### src/rtl/spisq_pkg.sv
`default_nettype none
// ----------------------------------------------------------------------------
// SCSI initiator phase sequencer package
// Word types, action and opcode codes and sizing constants shared by the
// sequencer modules.
// ----------------------------------------------------------------------------
package spisq_pkg;

   localparam int FIFO_CHUNK  = 16;
   localparam int MAX_TRIES   = 8;
   localparam int MAX_RESULTS = 4;

   localparam int CHUNK_W = $clog2(FIFO_CHUNK + 1);
   localparam int TRIES_W = $clog2(MAX_TRIES + 1);
   localparam int COUNT_W = $clog2(MAX_RESULTS + 1);

   localparam logic [13:0] TIMEOUT_RESET = 14'd15000;
   localparam logic [13:0] ELAPSED_MAX   = 14'h3FFF;
   localparam logic [16:0] MAX_TRANSFER  = 17'h10000;
   localparam logic [4:0]  MAX_CDB       = 5'd20;
   localparam logic [2:0]  PHASE_DATA_IN = 3'b011;

   localparam logic [1:0] CMD_START = 2'd0;
   localparam logic [1:0] CMD_EVENT = 2'd1;
   localparam logic [1:0] CMD_TICK  = 2'd2;

   localparam logic [2:0] ACT_ISSUE      = 3'd0;
   localparam logic [2:0] ACT_WRITE_FIFO = 3'd1;
   localparam logic [2:0] ACT_READ_FIFO  = 3'd2;
   localparam logic [2:0] ACT_RESET      = 3'd3;
   localparam logic [2:0] ACT_CLEAR      = 3'd4;
   localparam logic [2:0] ACT_FINISH     = 3'd5;

   localparam logic [3:0] OP_NONE      = 4'd0;
   localparam logic [3:0] OP_ARBITRATE = 4'd1;
   localparam logic [3:0] OP_SELECT    = 4'd2;
   localparam logic [3:0] OP_COMMAND   = 4'd3;
   localparam logic [3:0] OP_STATUS    = 4'd4;
   localparam logic [3:0] OP_DATA_OUT  = 4'd5;
   localparam logic [3:0] OP_DATA_IN   = 4'd6;
   localparam logic [3:0] OP_MSG_IN    = 4'd8;
   localparam logic [3:0] OP_BUS_FREE  = 4'd9;

   localparam logic [1:0] RES_SUCCESS = 2'd0;
   localparam logic [1:0] RES_FAILED  = 2'd1;
   localparam logic [1:0] RES_FATAL   = 2'd2;

   typedef struct packed {
      logic [1:0]  cmd;
      logic [2:0]  target_id;
      logic [4:0]  cdb_length;
      logic [16:0] transfer_length;
      logic        write_dir;
      logic        has_buffer;
      logic        status_wanted;
      logic        bus_busy;
      logic [2:0]  int_bits;
      logic [5:0]  exc_bits;
      logic [2:0]  bus_phase;
      logic [3:0]  done_opcode;
   } spisq_req_type;

   typedef struct packed {
      logic [2:0]  action;
      logic [3:0]  opcode;
      logic [15:0] byte_count;
      logic [2:0]  dest_id;
      logic [1:0]  result_code;
      logic        last;
   } spisq_rsp_type;

   typedef struct packed {
      logic [COUNT_W-1:0]                    count;
      spisq_rsp_type [MAX_RESULTS-1:0]       entry;
   } spisq_batch_type;

endpackage
`default_nettype wire

### src/rtl/spisq_core.sv
`default_nettype none
// ----------------------------------------------------------------------------
// Sequencer core
// Holds the phase state and request context and turns one input word into
// the batch of result words that it causes.
// ----------------------------------------------------------------------------
module spisq_core (
   input  wire logic                     clock,
   input  wire logic                     reset,
   input  wire logic                     step,
   input  wire spisq_pkg::spisq_req_type item,
   input  wire logic [13:0]              timeout_ticks,
   output spisq_pkg::spisq_batch_type    batch
);
   import spisq_pkg::*;

   typedef enum logic [2:0] {
      ST_IDLE,
      ST_ARB,
      ST_SEL,
      ST_LOOP,
      ST_SELTO,
      ST_PMBF
   } state_type;

   state_type           state_ff, state_in;
   logic [16:0]         remaining_ff, remaining_in;
   logic [CHUNK_W-1:0]  chunk_ff, chunk_in;
   logic [4:0]          cdb_ff, cdb_in;
   logic [2:0]          target_ff, target_in;
   logic                write_ff, write_in;
   logic                buffer_ff, buffer_in;
   logic [TRIES_W-1:0]  tries_ff, tries_in;
   logic [13:0]         elapsed_ff, elapsed_in;
   logic [16:0]         total_ff, total_in;

   function automatic spisq_rsp_type mk(input logic [2:0] action, input logic [3:0] op,
                                        input logic [15:0] cnt, input logic [2:0] dest,
                                        input logic [1:0] code);
      spisq_rsp_type r;
      r.action      = action;
      r.opcode      = op;
      r.byte_count  = cnt;
      r.dest_id     = dest;
      r.result_code = code;
      r.last        = 1'b0;
      return r;
   endfunction

   always_comb begin
      logic [COUNT_W-1:0] n;
      logic [1:0]         tail;
      logic               do_datain;
      logic               do_chunk;
      logic               do_fail;
      logic               do_start;
      logic [CHUNK_W-1:0] c;

      state_in     = state_ff;
      remaining_in = remaining_ff;
      chunk_in     = chunk_ff;
      cdb_in       = cdb_ff;
      target_in    = target_ff;
      write_in     = write_ff;
      buffer_in    = buffer_ff;
      tries_in     = tries_ff;
      elapsed_in   = elapsed_ff;
      total_in     = total_ff;
      batch        = '0;
      n            = '0;
      do_datain    = 1'b0;
      do_chunk     = 1'b0;
      do_fail      = 1'b0;
      do_start     = 1'b0;
      c            = '0;
      tail         = '0;

      case (item.cmd)
         CMD_START: begin
            if (state_ff == ST_IDLE) begin
               if (!item.status_wanted || item.transfer_length > MAX_TRANSFER ||
                   item.cdb_length > MAX_CDB) begin
                  batch.entry[n[1:0]] = mk(ACT_FINISH, OP_NONE, 16'd0, 3'd0, RES_FATAL);
                  n = n + 1'b1;
               end else begin
                  target_in = item.target_id;
                  cdb_in    = item.cdb_length;
                  write_in  = item.write_dir;
                  buffer_in = item.has_buffer;
                  total_in  = item.transfer_length;
                  tries_in  = TRIES_W'(1);
                  do_start  = 1'b1;
               end
            end
         end
         CMD_EVENT: begin
            if (state_ff != ST_IDLE && item.int_bits != 3'd0) begin
               case (state_ff)
                  ST_ARB: begin
                     if (item.int_bits == 3'd1) begin
                        batch.entry[n[1:0]] = mk(ACT_CLEAR, OP_NONE, 16'd0, 3'd0, RES_SUCCESS);
                        n = n + 1'b1;
                        batch.entry[n[1:0]] = mk(ACT_ISSUE, OP_SELECT, 16'd0, 3'd0, RES_SUCCESS);
                        n = n + 1'b1;
                        state_in = ST_SEL;
                     end else begin
                        batch.entry[n[1:0]] = mk(ACT_RESET, OP_NONE, 16'd0, 3'd0, RES_SUCCESS);
                        n = n + 1'b1;
                        batch.entry[n[1:0]] = mk(ACT_FINISH, OP_NONE, 16'd0, 3'd0, RES_FATAL);
                        n = n + 1'b1;
                        state_in = ST_IDLE;
                     end
                  end
                  ST_SEL: begin
                     if (item.int_bits != 3'd1 && item.exc_bits[0]) begin
                        batch.entry[n[1:0]] = mk(ACT_CLEAR, OP_NONE, 16'd0, 3'd0, RES_SUCCESS);
                        n = n + 1'b1;
                        batch.entry[n[1:0]] = mk(ACT_ISSUE, OP_BUS_FREE, 16'd0, 3'd0,
                                                 RES_SUCCESS);
                        n = n + 1'b1;
                        state_in = ST_SELTO;
                     end else begin
                        if (item.int_bits == 3'd1) begin
                           batch.entry[n[1:0]] = mk(ACT_CLEAR, OP_NONE, 16'd0, 3'd0,
                                                    RES_SUCCESS);
                           n = n + 1'b1;
                        end
                        batch.entry[n[1:0]] = mk(ACT_ISSUE, OP_COMMAND, 16'(cdb_ff), 3'd0,
                                                 RES_SUCCESS);
                        n = n + 1'b1;
                        batch.entry[n[1:0]] = mk(ACT_WRITE_FIFO, OP_NONE, 16'(cdb_ff), 3'd0,
                                                 RES_SUCCESS);
                        n = n + 1'b1;
                        state_in = ST_LOOP;
                     end
                  end
                  ST_LOOP: begin
                     if (item.int_bits == 3'd1) begin
                        batch.entry[n[1:0]] = mk(ACT_CLEAR, OP_NONE, 16'd0, 3'd0, RES_SUCCESS);
                        n = n + 1'b1;
                        case (item.done_opcode)
                           OP_COMMAND: begin
                              if (buffer_ff && remaining_ff != 17'd0) begin
                                 if (write_ff) begin
                                    batch.entry[n[1:0]] = mk(ACT_ISSUE, OP_DATA_OUT,
                                                             remaining_ff[15:0], 3'd0,
                                                             RES_SUCCESS);
                                    n = n + 1'b1;
                                    batch.entry[n[1:0]] = mk(ACT_WRITE_FIFO, OP_NONE,
                                                             remaining_ff[15:0], 3'd0,
                                                             RES_SUCCESS);
                                    n = n + 1'b1;
                                 end else begin
                                    do_chunk = 1'b1;
                                 end
                              end else begin
                                 batch.entry[n[1:0]] = mk(ACT_ISSUE, OP_STATUS, 16'd1, 3'd0,
                                                          RES_SUCCESS);
                                 n = n + 1'b1;
                              end
                           end
                           OP_STATUS: begin
                              batch.entry[n[1:0]] = mk(ACT_ISSUE, OP_MSG_IN, 16'd1, 3'd0,
                                                       RES_SUCCESS);
                              n = n + 1'b1;
                           end
                           OP_DATA_OUT: begin
                              batch.entry[n[1:0]] = mk(ACT_ISSUE, OP_STATUS, 16'd1, 3'd0,
                                                       RES_SUCCESS);
                              n = n + 1'b1;
                           end
                           OP_DATA_IN: begin
                              do_datain = 1'b1;
                           end
                           OP_MSG_IN: begin
                              batch.entry[n[1:0]] = mk(ACT_ISSUE, OP_BUS_FREE, 16'd0, 3'd0,
                                                       RES_SUCCESS);
                              n = n + 1'b1;
                           end
                           OP_BUS_FREE: begin
                              batch.entry[n[1:0]] = mk(ACT_READ_FIFO, OP_NONE, 16'd1, 3'd0,
                                                       RES_SUCCESS);
                              n = n + 1'b1;
                              batch.entry[n[1:0]] = mk(ACT_READ_FIFO, OP_NONE, 16'd1, 3'd0,
                                                       RES_SUCCESS);
                              n = n + 1'b1;
                              batch.entry[n[1:0]] = mk(ACT_FINISH, OP_NONE, 16'd0, 3'd0,
                                                       RES_SUCCESS);
                              n = n + 1'b1;
                              state_in = ST_IDLE;
                           end
                           default: begin
                           end
                        endcase
                     end else if (item.int_bits[1] && item.exc_bits[1]) begin
                        batch.entry[n[1:0]] = mk(ACT_CLEAR, OP_NONE, 16'd0, 3'd0, RES_SUCCESS);
                        n = n + 1'b1;
                        batch.entry[n[1:0]] = mk(ACT_ISSUE, OP_BUS_FREE, 16'd0, 3'd0,
                                                 RES_SUCCESS);
                        n = n + 1'b1;
                        state_in = ST_PMBF;
                     end else begin
                        do_fail = 1'b1;
                     end
                  end
                  ST_SELTO: begin
                     batch.entry[n[1:0]] = mk(ACT_CLEAR, OP_NONE, 16'd0, 3'd0, RES_SUCCESS);
                     n = n + 1'b1;
                     batch.entry[n[1:0]] = mk(ACT_FINISH, OP_NONE, 16'd0, 3'd0, RES_FATAL);
                     n = n + 1'b1;
                     state_in = ST_IDLE;
                  end
                  ST_PMBF: begin
                     batch.entry[n[1:0]] = mk(ACT_CLEAR, OP_NONE, 16'd0, 3'd0, RES_SUCCESS);
                     n = n + 1'b1;
                     if (item.bus_phase == PHASE_DATA_IN) begin
                        state_in  = ST_LOOP;
                        do_datain = 1'b1;
                     end else begin
                        do_fail = 1'b1;
                     end
                  end
                  default: begin
                     state_in = ST_IDLE;
                  end
               endcase
            end
         end
         CMD_TICK: begin
            if (state_ff != ST_IDLE) begin
               if (elapsed_ff < ELAPSED_MAX) begin
                  elapsed_in = elapsed_ff + 14'd1;
               end
               if (elapsed_in >= timeout_ticks) begin
                  if (state_ff == ST_ARB || state_ff == ST_SELTO) begin
                     batch.entry[n[1:0]] = mk((state_ff == ST_ARB) ? ACT_RESET : ACT_CLEAR,
                                              OP_NONE, 16'd0, 3'd0, RES_SUCCESS);
                     n = n + 1'b1;
                     batch.entry[n[1:0]] = mk(ACT_FINISH, OP_NONE, 16'd0, 3'd0, RES_FATAL);
                     n = n + 1'b1;
                     state_in = ST_IDLE;
                  end else begin
                     do_fail = 1'b1;
                  end
               end
            end
         end
         default: begin
         end
      endcase

      if (do_datain) begin
         if (chunk_ff != '0) begin
            batch.entry[n[1:0]] = mk(ACT_READ_FIFO, OP_NONE, 16'(chunk_ff), 3'd0, RES_SUCCESS);
            n = n + 1'b1;
         end
         remaining_in = (remaining_ff > 17'(chunk_ff)) ? remaining_ff - 17'(chunk_ff) : 17'd0;
         if (remaining_in == 17'd0) begin
            batch.entry[n[1:0]] = mk(ACT_ISSUE, OP_STATUS, 16'd1, 3'd0, RES_SUCCESS);
            n = n + 1'b1;
         end else begin
            do_chunk = 1'b1;
         end
      end

      if (do_chunk) begin
         c = (remaining_in < 17'(FIFO_CHUNK)) ? remaining_in[CHUNK_W-1:0]
                                              : CHUNK_W'(FIFO_CHUNK);
         chunk_in = c;
         batch.entry[n[1:0]] = mk(ACT_ISSUE, OP_DATA_IN, 16'(c), 3'd0, RES_SUCCESS);
         n = n + 1'b1;
      end

      if (do_fail) begin
         if (tries_ff >= TRIES_W'(MAX_TRIES)) begin
            batch.entry[n[1:0]] = mk(ACT_FINISH, OP_NONE, 16'd0, 3'd0, RES_FAILED);
            n = n + 1'b1;
            state_in = ST_IDLE;
         end else begin
            tries_in = tries_ff + 1'b1;
            do_start = 1'b1;
         end
      end

      if (do_start) begin
         if (item.bus_busy) begin
            batch.entry[n[1:0]] = mk(ACT_RESET, OP_NONE, 16'd0, 3'd0, RES_SUCCESS);
            n = n + 1'b1;
         end
         elapsed_in   = 14'd0;
         chunk_in     = '0;
         remaining_in = total_in;
         batch.entry[n[1:0]] = mk(ACT_ISSUE, OP_ARBITRATE, 16'd0, target_in, RES_SUCCESS);
         n = n + 1'b1;
         state_in = ST_ARB;
      end

      if (n != '0) begin
         tail = n[1:0] - 2'd1;
         batch.entry[tail].last = 1'b1;
      end
      batch.count = n;
   end

   always_ff @(posedge clock) begin
      if (reset) begin
         state_ff     <= ST_IDLE;
         remaining_ff <= '0;
         chunk_ff     <= '0;
         cdb_ff       <= '0;
         target_ff    <= '0;
         write_ff     <= 1'b0;
         buffer_ff    <= 1'b0;
         tries_ff     <= '0;
         elapsed_ff   <= '0;
         total_ff     <= '0;
      end else if (step) begin
         state_ff     <= state_in;
         remaining_ff <= remaining_in;
         chunk_ff     <= chunk_in;
         cdb_ff       <= cdb_in;
         target_ff    <= target_in;
         write_ff     <= write_in;
         buffer_ff    <= buffer_in;
         tries_ff     <= tries_in;
         elapsed_ff   <= elapsed_in;
         total_ff     <= total_in;
      end
   end

endmodule
`default_nettype wire

### src/rtl/spisq_rsp_queue.sv
`default_nettype none
// ----------------------------------------------------------------------------
// Result queue
// Holds the batch of result words of one input word and presents them on
// the result channel one word per clock while the receiver does not stall, oldest first.
// ----------------------------------------------------------------------------
module spisq_rsp_queue (
   input  wire logic                       clock,
   input  wire logic                       reset,
   input  wire logic                       load,
   input  wire spisq_pkg::spisq_batch_type batch,
   output logic                            can_load,
   output logic                            rsp_valid,
   input  wire logic                       rsp_stall,
   output spisq_pkg::spisq_rsp_type        rsp_data
);
   import spisq_pkg::*;

   spisq_rsp_type [MAX_RESULTS-1:0] entry_ff, entry_in;
   logic [COUNT_W-1:0]              count_ff, count_in;
   logic                            drain;

   assign rsp_valid = (count_ff != '0);
   assign rsp_data  = entry_ff[0];
   assign drain     = rsp_valid && !rsp_stall;
   assign can_load  = (count_ff == '0) || (count_ff == COUNT_W'(1) && drain);

   always_comb begin
      entry_in = entry_ff;
      count_in = count_ff;
      if (load) begin
         entry_in = batch.entry;
         count_in = batch.count;
      end else if (drain) begin
         for (int i = 0; i < MAX_RESULTS - 1; i++) begin
            entry_in[i] = entry_ff[i + 1];
         end
         count_in = count_ff - 1'b1;
      end
   end

   always_ff @(posedge clock) begin
      entry_ff <= entry_in;
      if (reset) begin
         count_ff <= '0;
      end else begin
         count_ff <= count_in;
      end
   end

endmodule
`default_nettype wire

### src/rtl/scsi_initiator_phase_sequencer.sv
`default_nettype none
// A request word accepted into the input register goes to the sequencer core once the result
// queue can take its batch; its result words then leave from the registered result queue.
// Throughput: one request word per clock while each causes at most one result word and the
// receiver does not stall; a word with more holds the next one back while its batch drains.
// Reset clears the sequencer to idle, empties the result queue and loads the timeout
// register with 15000 ticks.
// ----------------------------------------------------------------------------
// SCSI initiator phase sequencer
// Input register, sequencer core, result queue and the timeout register.
// ----------------------------------------------------------------------------
module scsi_initiator_phase_sequencer (
   input  wire logic                     clock,
   input  wire logic                     reset,
   input  wire logic                     req_valid,
   output logic                          req_stall,
   input  wire spisq_pkg::spisq_req_type req_data,
   output logic                          rsp_valid,
   input  wire logic                     rsp_stall,
   output spisq_pkg::spisq_rsp_type      rsp_data,
   input  wire logic                     csr_valid,
   output logic                          csr_ready,
   input  wire logic [13:0]              csr_data
);
   import spisq_pkg::*;

   spisq_req_type   item_ff;
   logic            item_valid_ff;
   logic [13:0]     timeout_ff;
   logic            can_load;
   logic            step;
   spisq_batch_type batch;

   assign csr_ready = 1'b1;
   assign step      = item_valid_ff && can_load;
   assign req_stall = item_valid_ff && !can_load;

   always_ff @(posedge clock) begin
      if (req_valid && !req_stall) begin
         item_ff <= req_data;
      end
      if (reset) begin
         item_valid_ff <= 1'b0;
         timeout_ff    <= TIMEOUT_RESET;
      end else begin
         if (req_valid && !req_stall) begin
            item_valid_ff <= 1'b1;
         end else if (step) begin
            item_valid_ff <= 1'b0;
         end
         if (csr_valid && csr_ready) begin
            timeout_ff <= csr_data;
         end
      end
   end

   spisq_core u_core (
      .clock         (clock),
      .reset         (reset),
      .step          (step),
      .item          (item_ff),
      .timeout_ticks (timeout_ff),
      .batch         (batch)
   );

   spisq_rsp_queue u_queue (
      .clock     (clock),
      .reset     (reset),
      .load      (step),
      .batch     (batch),
      .can_load  (can_load),
      .rsp_valid (rsp_valid),
      .rsp_stall (rsp_stall),
      .rsp_data  (rsp_data)
   );

endmodule
`default_nettype wire

### config.mk
export PLATFORM = sky130hd
export DESIGN_NAME = scsi_initiator_phase_sequencer
export DESIGN_NICKNAME = d
export VERILOG_FILES = /design/src/rtl/spisq_pkg.sv /design/src/rtl/spisq_core.sv /design/src/rtl/spisq_rsp_queue.sv /design/src/rtl/scsi_initiator_phase_sequencer.sv
export SDC_FILE = /design/constraint.sdc
export NUM_CORES = 1
export LEC_CHECK = 0
export ABC_AREA = 1
export BUFFER_PORTS_ARGS = -buffer_cell sky130_fd_sc_hd__buf_2
export CORE_ASPECT_RATIO = 0.5
export CORE_MARGIN = 4
export CORE_UTILIZATION = 35
export CTS_CLUSTER_SIZE = 30
export DETAILED_ROUTE_END_ITERATION = 10
export RECOVER_POWER = 50
export SYNTH_ARGS = -nofsm -noshare
export SYNTH_HDL_FRONTEND = slang
export SYNTH_SLANG_ARGS = --single-unit
### constraint.sdc
create_clock -name clock -period 14.5 [get_ports clock]
set_input_delay 0.725 -clock clock [delete_from_list [all_inputs] [get_ports clock]]
set_output_delay 0.725 -clock clock [all_outputs]
set_load 0.05 [all_outputs]
Word-level counts from Yosys, hierarchy flattened

Cells that the tools add are included.
Widths: inputs -> output; s select.

Flip-flop bits (word level): 247
Logic and storage cells: 328
Output and inout port bits: 32
Input bits: 66

Reductions and logical operators: 47
Add/sub/neg operators: 13
Order comparisons: 25
Equality and inequality tests: 17
Muxes and demuxes: 167
Bitwise gates (word level): 10

Operator list:

| operator           | number |
|---|---|
| $mux 116           | 12 |
| $bwmux 116         | 6 |
| $demux 29 s2       | 9 |
| $mux 58            | 9 |
| $mux 29            | 17 |
| $pmux 29 s4        | 2 |
| $and 108x108->108  | 2 |
| $not 108->108      | 2 |
| $mux 87            | 2 |
| $pmux 29 s5        | 1 |
| $mux 3             | 39 |
| $pmux 58 s2        | 1 |
| $and 104x104->104  | 1 |
| $not 104->104      | 1 |
| $mux 17            | 6 |
| $pmux 29 s3        | 1 |
| $mux 14            | 6 |
| $pmux 29 s2        | 1 |
| $mux 56            | 1 |
| $pmux 28 s2        | 1 |
| $mux 55            | 1 |
| $mux 1             | 31 |
| $lt 2x3->1 const B | 9 |
| $mux 27            | 1 |
| 48 further kinds   | 117 |

Logic depth before layout (Yosys ltp)

Word-level depth: 36
Mapped depth: 49
Mapped depth without buffers: 49

Modules after synthesis

A second synthesis with hierarchy kept.

Cell total of the unflattened synthesis: 1955
Area total of the unflattened synthesis: 14981.9 um2

By module, submodules not included:

| module                         | area an instance (um2) | times used | cells each |
|---|---|---|---|
| spisq_core                     | 7946.4                 | 1          | 1375 |
| spisq_rsp_queue                | 5057.4                 | 1          | 461 |
| scsi_initiator_phase_sequencer | 1978.1                 | 1          | 119 |

Least setup slack after synthesis

OpenSTA, ideal clock, no wires.

Path kind: register to register
From: register u_core.elapsed_ff[0]
To: register u_queue.entry_ff[65] in the netlist's numbering (data pin)
Slack: 7668 ps
Buffers on the path: 0
Library setup time: 152 ps
Data arrival time: 6680 ps
Stages on the path, launching flop included: 45
Required time: 14348 ps
Clock period less this slack: 6832 ps
Cells stage by stage: dfxtp_1 -> ha_1 -> nand2_1 -> nor3_1 -> nand3_1 -> nor2_1 -> nand2_1 -> inv_1 -> nor2_1 -> inv_1 -> nor2_1 -> xor2_1 -> ha_1 -> nand2_1 -> nor4_1 -> nand2_1 -> nand3_1 -> o21ai_0 -> [... 9 more ...] -> o21ai_1 -> a31oi_1 -> ha_1 -> or2_4 -> nand2_1 -> inv_1 -> ha_1 -> nand2_1 -> nand2_4 -> ha_1 -> o21ai_1 -> inv_1 -> ha_1 -> nand2_1 -> nand2_1 -> nor2_1 -> inv_1 -> o21ai_0

RTL lines:

| item                     | line                  | text |
|---|---|---|
| start: declaration       | spisq_core.sv:34      | `logic [13:0] elapsed_ff, elapsed_in;` |
| start signal: assignment | spisq_core.sv:326     | `elapsed_ff <= elapsed_in;` |
| end signal: assignment   | spisq_rsp_queue.sv:43 | `entry_ff <= entry_in;` |
| end: declaration         | spisq_rsp_queue.sv:19 | `spisq_rsp_type [MAX_RESULTS-1:0] entry_ff, entry_in;` |

==> out/results.env <==
WIRE_LENGTH_OF_THE_FIRST_GLOBAL_ROUTING_PASS_MM=59.0
TIGHTESTPINTRANSITION_NS=4.33
POWER.TOTAL_W=0.00238
AREA.GROWTH.SYNTH_TO_FINAL_PCT=10.4
TRITONCTS='yes'
CP_SLOWEST_STAGE_DELAY_NS=0.38
GRT_USAGE=0.173
POST_SYNTH.CELL_AREA_AVG_SQ_UM=8.10
COMBPWRFRAC=0.310
POST_CTS_RESIZE_COUNT=0
CHIPHEIGHT_UM=149
GRT-OVFL-TOTAL=0
FINAL_CYCLE_SHARE=0.597
HOLD_PATH_DEPTH=1
CTS.REPAIR_TIMING.SETUP_BUFFER_COUNT=0
WORST_HOLD_PATH_TYPE='input port to flip-flop'
DETAILROUTE.VIA_COUNT=11600
CTS_INSERTED_BUFFERS=25
DRT_FIRST_PASS_ITERS=5
TIMING.FINAL.MAX_SLEW_VIOLATIONS=339
GRT_SETUP_UNREPAIRED='false'
P_SEQ_FRAC=0.427
YOSYSSEQAREASHARE=0.440
SYN_AREA_SQ_UM=13800
POST_SYNTHESIS_CELLS=1708
DETAIL_ROUTE.WIRELENGTH_MM=38.0
FILLER_CELL_COUNT=4081
ROWS=51
FF2FF_PATH_DEPTH=43
CLK_PIN_SLEW_WORST_PATHS_NS=0.06
CTS_BUFFER_DEPTH=3
YOSYS_WARNINGS=0
SETUP_VIOL_COUNT_FINAL=0
CLOCK_LATENCY_OF_THE_LATER_CLOCKED_REGISTER_IN_THE_WORST_SKEW_PAIR_NS=0.53
FINAL_HOLD_VIOL_COUNT=0
SYNTH_FF_TYPE='edfxtp_1'
SYNTH.DISTINCT_CELLS=65
FLOORPLAN.INITIALDENSITY=0.355
WORSTPATHARRIVAL_NS=8.98
POST-ROUTE-WORST-SETUP-SLACK_NS=5.85
NETS=1873
SKEW_NS=0.0117
SYNTH_EDF_COUNT=144
ROUTE.ANTENNA.REMAINING_NETS=0
POWER.STATIC_LEAKAGE_nW=6.26
YS_ASYNC_SR_FRACTION=0
FIN_UTIL=0.392
SHARE_CLK_OF_TOTAL_POWER=0.263
POWER.INTERNAL_W=0.00149
IOS=98
CLOCK-SINKS=232
FINAL.MIN_CLOCK_PERIOD_NS=8.65
GP_CONGESTION=0.950
AVERAGE_ROUTED_WIRE_PER_STANDARD_CELL_UM=16.5
POWER_SWITCHING_SHARE=0.375
MAX_CAP_VIOLATIONS=6
GRT_PASS1_VIAS=10500
POWER-PER-CELL-AREA_nW_PER_UM2=156
ANTENNA_FOUND_INITIAL=3
COMMONEST_NON_FILL_NON_TAP_CELL_IN_THE_LAYOUT='nand2_1'
DRT-INITIAL-DRC-COUNT=1108
DESIGN.CORE.AREA_SQ_UM=38900
FINAL_CELL_MIX='nand2_1 (388), inv_1 (186), nor2_1 (147)'
YS_SEQ_ELEMENTS=232
HOLD_BUFFERS=0
DIEAREA_SQ_UM=42900
CRITICAL_PATH.SLOWEST_CELL='a31oi_1'
WORST_EP_REQUIRED_TIME_NS=14.83
PRECTSSETUPSLACK_NS=6.06
CRIT_PATH_START_KIND='flip-flop'
DRC_VIOLS=0
HTREE_LEVELS=1
SYNTH_NETS=1831
P_SWITCHING_W=0.000895
CRITPATHMOSTFREQUENTCELL='nand2_1'
OUTCOME='finished, violations left'
PLACEMENT.IO_BUFFERS=92
TOTALNEGATIVESETUPSLACK_NS=0
LAYOUT_CELLS_SIZED_ABOVE_1=0.113
WORSTSETUPENDPOINTTYPE='flip-flop'
DETAIL_ROUTE.VIAS_PER_CELL=5.03
GRT_START_MAX_NET_PINS=87
PLACE.DETAILED.HPWL_MM=28.7
ROOT_BUFFER='clkbuf_16'
CRIT_PATH_MAX_FANOUT=9
WORST-SETUP-PATH-TYPE='flip-flop to flip-flop'
MAX_FCLK_MHz=116
SLEW_HEADROOM=-1.89
PEAKVDDDROP_mV=0.0810
VIOLATIONS='capacitance limit, slew limit'
FLOORPLAN.DIE.WIDTH_UM=289
cells by family (layout without fill, tap and decap cells):
logic type | Yosys count | in the layout | share of synthesized area
buffers and inverters | 296 | 356 | 0.0932
xor gates and xnor gates | 12 | 12 | 0.00760
muxes | 3 | 3 | 0.00217
other | 1 | 2 | 0.000271
and+or+nand+nor | 757 | 757 | 0.254
AOI/OAI and AO/OA | 350 | 350 | 0.150
adders and majority gates | 57 | 57 | 0.0521
DFF | 232 | 232 | 0.440
metal layers:
metal / part of all wire / global-route usage / vias up
li1: - / - / 5827
met1: 0.49 / 0.263 / 5326
met2: 0.42 / 0.258 / 344
met3: 0.070 / 0.0335 / 57
met4: 0.017 / 0.0309 / 4
met5: 0.00071 / 0 / -
power by group through the flow:
stage                     Clock [W]  Sequential [W]  Combinational (W)
after floorplan                   0         0.00100           0.000629
after global placement            0         0.00101           0.000752
after detailed placement          0         0.00101           0.000758
after CTS                  0.000639         0.00100           0.000760
after global routing       0.000669         0.00104           0.000814
final                      0.000626         0.00102           0.000738
stage by stage:
step / cells / area [sq um] / hold slack [ns]
after detailed placement: 2253 / 14500 / 0.456
final: 2299 / 15300 / 0.372
after global placement: 2253 / 14500 / 0.452
after CTS: 2298 / 15300 / 0.349
after floorplan: 1708 / 13800 / 0.435
after global routing: 2299 / 15300 / 0.350
cell type report:
cell class / count / area [sq um] / area share
Multi-Input combinational cell: 1180 / 6450 / 0.423
Inverter: 211 / 801 / 0.0525
Tap cell: 530 / 663 / 0.0435
Antenna cell: 1 / 2.50 / 0.000164
Clock buffer: 37 / 721 / 0.0472
Timing Repair Buffer: 100 / 457 / 0.0299
Sequential cell: 232 / 6090 / 0.399
Clock inverter: 8 / 78.8 / 0.00517
Yosys cell counts, types with 8 or more instances:
library cell | n | area share
buf_4 | 33 | 0.018
nand3_2 | 12 | 0.0087
clkinv_1 | 8 | 0.0022
edfxtp_1 | 144 | 0.31
xor2_1 | 10 | 0.0063
ha_1 | 56 | 0.051
a211oi_1 | 20 | 0.011
clkbuf_1 | 38 | 0.010
nand2_1 | 388 | 0.11
a21oi_1 | 104 | 0.038
nand2_2 | 17 | 0.0077
dfxtp_1 | 88 | 0.13
nand3_1 | 80 | 0.029
inv_2 | 14 | 0.0038
a22o_1 | 10 | 0.0063
nor2_4 | 9 | 0.0073
nor2_2 | 13 | 0.0059
o21ai_0 | 131 | 0.047
a31oi_1 | 9 | 0.0041
o31ai_1 | 9 | 0.0049
inv_1 | 187 | 0.051
o211ai_1 | 12 | 0.0065
nand4_1 | 24 | 0.011
nor3_1 | 32 | 0.012
nor2_1 | 147 | 0.040
registers in the layout, indices dropped and copies added, names as in the netlist, 4 cells and up:
register             count
u_core.cdb_ff            5
u_core.remaining_ff     17
timeout_ff              14
u_core.chunk_ff          5
u_core.elapsed_ff       14
u_core.tries_ff          4
item_ff                 43
u_queue.rsp_data        29
u_queue.entry_ff        72
u_core.total_ff         17
final timing paths:
kind / from / slack (ns) / to
max: u_core.elapsed_ff[0]$_SDFFE_PP0P_ / 5.85 / u_queue.entry_ff[47]$_DFFE_PP_
min: req_data[44] / 0.37 / item_ff[44]$_DFFE_PP_
max reg2reg: u_core.elapsed_ff[0]$_SDFFE_PP0P_ / 5.85 / u_queue.entry_ff[47]$_DFFE_PP_
min reg2reg: u_core.target_ff[0]$_SDFFE_PP0P_ / 0.46 / u_core.target_ff[0]$_SDFFE_PP0P_
critical path: cells and delay by family, from the launching register on:
kind / cells / cell delay, ns
buf+inv: 5 / 0.50
simple gates: 22 / 3.75
xor+xnor: 1 / 0.16
compound gates: 7 / 1.56
fa+ha+maj: 8 / 2.10
flops: 1 / 0.37
Power figures use the tool's default switching activity.
